[src/hw/rtl/tef_mul.sv]
// ----------------------------------------------------------------------------
// tef_mul
// two-stage signed multiplier built from four half-width partial products
// ----------------------------------------------------------------------------
`timescale 1ns / 1ps
module tef_mul #(
    parameter int W = 36
) (
    input  logic                  aclk,
    input  logic                  en,
    input  logic signed [W-1:0]   a,
    input  logic signed [W-1:0]   b,
    output logic signed [2*W-1:0] p
);
    localparam int L = W / 2;
    localparam int H = W - L;

    logic signed [L:0]       al, bl;
    logic signed [H-1:0]     ah, bh;
    logic signed [2*L+1:0]   pp0_reg;
    logic signed [H+L:0]     pp1_reg, pp2_reg;
    logic signed [2*H-1:0]   pp3_reg;
    logic signed [2*W-1:0]   e0, e1, e2, e3, p_next, p_reg;

    assign al = $signed({1'b0, a[L-1:0]});
    assign bl = $signed({1'b0, b[L-1:0]});
    assign ah = a[W-1:L];
    assign bh = b[W-1:L];

    always_ff @(posedge aclk) begin
        if (en) begin
            pp0_reg <= al * bl;
            pp1_reg <= ah * bl;
            pp2_reg <= al * bh;
            pp3_reg <= ah * bh;
            p_reg   <= p_next;
        end
    end

    always_comb begin
        e0 = pp0_reg;
        e1 = pp1_reg;
        e2 = pp2_reg;
        e3 = pp3_reg;
        p_next = (e3 <<< (2 * L)) + ((e1 + e2) <<< L) + e0;
    end

    assign p = p_reg;
endmodule

[config.mk]
export PLATFORM = sky130hd
export DESIGN_NAME = tef_mul
export DESIGN_NICKNAME = d
export VERILOG_FILES = /design/src/hw/rtl/tef_mul.sv
export SDC_FILE = /design/constraint.sdc
export NUM_CORES = 2
export LEC_CHECK = 0
export ABC_CLOCK_PERIOD_IN_PS = 13850
export BUFFER_PORTS_ARGS = -buffer_cell sky130_fd_sc_hd__buf_4
export CORE_ASPECT_RATIO = 1.75
export CORE_MARGIN = 8
export CORE_UTILIZATION = 65
export CTS_BUF_LIST = sky130_fd_sc_hd__clkbuf_4 sky130_fd_sc_hd__clkbuf_8
export DETAILED_ROUTE_END_ITERATION = 8
export PLACE_DENSITY = 0.83
export SETUP_SLACK_MARGIN = 0.2
export SLEW_MARGIN = 30
export SYNTH_ARGS = -nofsm -noshare
export SYNTH_HDL_FRONTEND = slang
export SYNTH_SLANG_ARGS = --single-unit
[constraint.sdc]
create_clock -name aclk -period 13.85 [get_ports aclk]
set_clock_uncertainty 0.2 [all_clocks]
set_input_delay 2.77 -clock aclk [delete_from_list [all_inputs] [get_ports aclk]]
set_output_delay 2.77 -clock aclk [all_outputs]
set_load 0.03 [all_outputs]
==> flow_summary.ini <==
[yosys]
post_synth_instance_area_mm2 = 0.0556
proportion_of_register_bits_with_asynchronous_set_or_reset_after_synthesis_pct = 0
seq_area_frac_synth_pct = 11.8
synth_cell_types = 72
synth_edf_count = 218
ffs_latches_synth = 218
ys_warn_count = 0
syn-num-nets = 7673
syn-instance-count = 5941
synthesis.area_per_instance_um2 = 9.36
dominantRegCellSynth = sky130_fd_sc_hd__edfxtp_1

[sta]
slew_headroom_pct = 25.8
setup_repair_after_global_routing_missed_its_margin = false
worst-slew-pin-transition_ns = 1.10
timing.final.hold_violations = 0
finalWorstPathRequiredPeriod_ns = 9.32
fin_crit_share_pct = 67.3
drv_slew = 0
setup_viol = 0
fmax_mhz = 107
fin_setup_tns_ns = 0

[global_route]
overflow = 0
first_global_vias = 47500
grtUsageTotal_pct = 35.0
grt_max_degree = 115
grt_pass1_wl_mm = 254
number_of_antenna_violations_at_the_first_check_in_global_routing = 11

[drt]
num_vias = 42000
highest-signal-layer = met5
dr.pass1.iters = 8
detailroute.wirelength.met2_mm = 79.2
routed-wl-met3_mm = 11.8
routed_wl_mm = 160
remaining_antenna_violation_count = 0
wire_per_inst_um = 23.0
drt-initial-drc-count = 2705
detail_route.vias_per_cell = 6.02
drc = 0
m1WireLength_mm = 49.1

[floorplan]
core_mm2 = 0.0853
ios = 146
die-height_um = 403
die_width_um = 237
floorplan.initialDensity_pct = 65.2
die-area_mm2 = 0.0955
std_cell_rows = 142

[clocking]
clock_tree.buffer_depth = 3
cts.clk_slew.worst_paths_ns = 0.07
tritoncts = done
clk_root_buffer_cell = sky130_fd_sc_hd__clkbuf_8
cts.htree.levels = 2
cts_made_buffers = 40
cts_hold_buf = 0
cts_resized = 0
post-cts-setup-buffer-count = 0
clkSinkCount = 218
clk_latency_ns = 0.64

[setup_path]
critical_path.max_fanout = 28
worst-endpoint-arrival_ns = 9.42
worst_setup_path_end_kind = flop
timing.setup.critical_path_class = input pin to flop
crit_required_ns = 13.95
startpoint_type = input pin

[placement]
dpl.hpwl_mm = 121
place_congestion = 0.972
port-buffer-count = 145

[flow_run]
max_cap_viol_count = 0

[finish]
drive_gt1_share_pct = 4.27
syn_to_final_growth_pct = 4.12
layout.nets = 7586
largest_register_ffs = 72

[min_path]
worstHoldPathType = flop to flop

[status]
run_status = finished, final reports clean
[layout make-up]
cell class	instances	area, µm²
inverter	1335	5010
timing repair buffer	149	1130
sequential	218	6550
clock inverter	25	211
tap	1080	1350
fill	6526	27400
multi-input combinational	4110	43100
clock buffer	45	588
antenna	4	10.0
[logic make-up after synthesis]
family / share of synthesized area, %
flip-flops: 11.8
XOR/XNOR: 3.26
AND/OR/NAND/NOR: 15.0
buffers and inverters: 10.9
adder cells (fa/ha/maj): 52.1
multiplexers: 0.0360
AO/OA/AOI/OAI: 6.87
[critical path, stage by stage]
cell and delay [ns]:
sky130_fd_sc_hd__buf_4 0.32, sky130_fd_sc_hd__inv_1 0.35, sky130_fd_sc_hd__nor2_1 0.22, sky130_fd_sc_hd__fa_1 0.47, sky130_fd_sc_hd__fa_1 0.48, sky130_fd_sc_hd__fa_1 0.54
sky130_fd_sc_hd__fa_1 0.53, sky130_fd_sc_hd__fa_1 0.51, sky130_fd_sc_hd__inv_1 0.05, sky130_fd_sc_hd__fa_1 0.48, sky130_fd_sc_hd__inv_1 0.04, sky130_fd_sc_hd__ha_1 0.42
sky130_fd_sc_hd__nand3_1 0.11, sky130_fd_sc_hd__nor3_1 0.35, sky130_fd_sc_hd__o221ai_1 0.20, sky130_fd_sc_hd__a21oi_1 0.30, sky130_fd_sc_hd__o21ai_1 0.15, sky130_fd_sc_hd__a31oi_1 0.32
sky130_fd_sc_hd__xor2_1 0.79
[cells in the final DEF (no fill, tap or decap), types with 8 or more instances in the layout]
cell                       instances
sky130_fd_sc_hd__a211oi_1         18
sky130_fd_sc_hd__a21o_1           90
sky130_fd_sc_hd__a21oi_1         167
sky130_fd_sc_hd__a31o_2            8
sky130_fd_sc_hd__a31oi_1          25
sky130_fd_sc_hd__a41oi_1           9
sky130_fd_sc_hd__and2_1          649
sky130_fd_sc_hd__and3_1           17
sky130_fd_sc_hd__and4_1            8
sky130_fd_sc_hd__buf_4           148
sky130_fd_sc_hd__clkbuf_8         40
sky130_fd_sc_hd__clkinv_1         12
sky130_fd_sc_hd__edfxtp_1        218
sky130_fd_sc_hd__fa_1           1099
sky130_fd_sc_hd__ha_1            559
sky130_fd_sc_hd__inv_1          1335
sky130_fd_sc_hd__nand2_1         680
sky130_fd_sc_hd__nand2b_1         40
sky130_fd_sc_hd__nand3_1          30
sky130_fd_sc_hd__nand4_1          24
sky130_fd_sc_hd__nor2_1          136
sky130_fd_sc_hd__nor2b_1          23
sky130_fd_sc_hd__nor3_1           35
sky130_fd_sc_hd__o211ai_1         14
sky130_fd_sc_hd__o21a_1           35
sky130_fd_sc_hd__o21ai_0          87
sky130_fd_sc_hd__o21bai_1         34
sky130_fd_sc_hd__xnor2_1         151
sky130_fd_sc_hd__xor2_1           50
[cell usage after synthesis, drive strengths merged (14+ instances only)]
master	n	area (µm²)
and2	649	4060
a21oi	174	897
a21o	91	691
o21bai	35	267
fa	1099	22000
inv	1335	5010
clkbuf	275	1030
nand2	680	2550
and3	17	106
nand4	24	150
a211oi	18	135
nor3	37	190
nand2b	40	250
xor2	50	438
o21ai	97	497
a31oi	25	156
o21a	35	263
nor2	137	514
o211ai	14	105
nor2b	23	144
ha	559	6990
nand3	30	150
xnor2	157	1380
edfxtp	218	6550
[metrics by stage]
stage | hold WS [ns] | setup slack [ns] | area, µm² | instances | utilization [%]
floorplan | 0.200 | 4.81 | 55600 | 5941 | -
global placement | 0.201 | 4.34 | 57000 | 6892 | 66.9
detailed placement | 0.205 | 4.31 | 57000 | 6892 | 66.9
CTS | 0.221 | 4.96 | 57800 | 6962 | 67.8
global route | 0.222 | 4.40 | 57900 | 6963 | 67.9
finish | 0.220 | 4.53 | 57900 | 6966 | 67.9
[layer usage]
layer  global-route usage [%]  vias to the layer above
met5                        0                        -
met4                     33.8                        8
met3                     7.11                      989
met2                     60.8                     2173
met1                     34.0                    20900
li1                         -                    17900
[final timing paths]
check / from / to / slack (ns) / cells past startpoint
setup reg to reg: pp1_reg[13] / p[71] / 7.16 / 17
setup / recovery: a[35] / pp1_reg[31] / 4.53 / 19
hold reg to reg: pp0_reg[12] / p[12] / 0.22 / 0
hold / removal: pp0_reg[12] / p[12] / 0.22 / 0
Power is left out: the tool's default activity adds up to more than one toggle a clock period on the data nets, which glitch-free logic cannot reach.
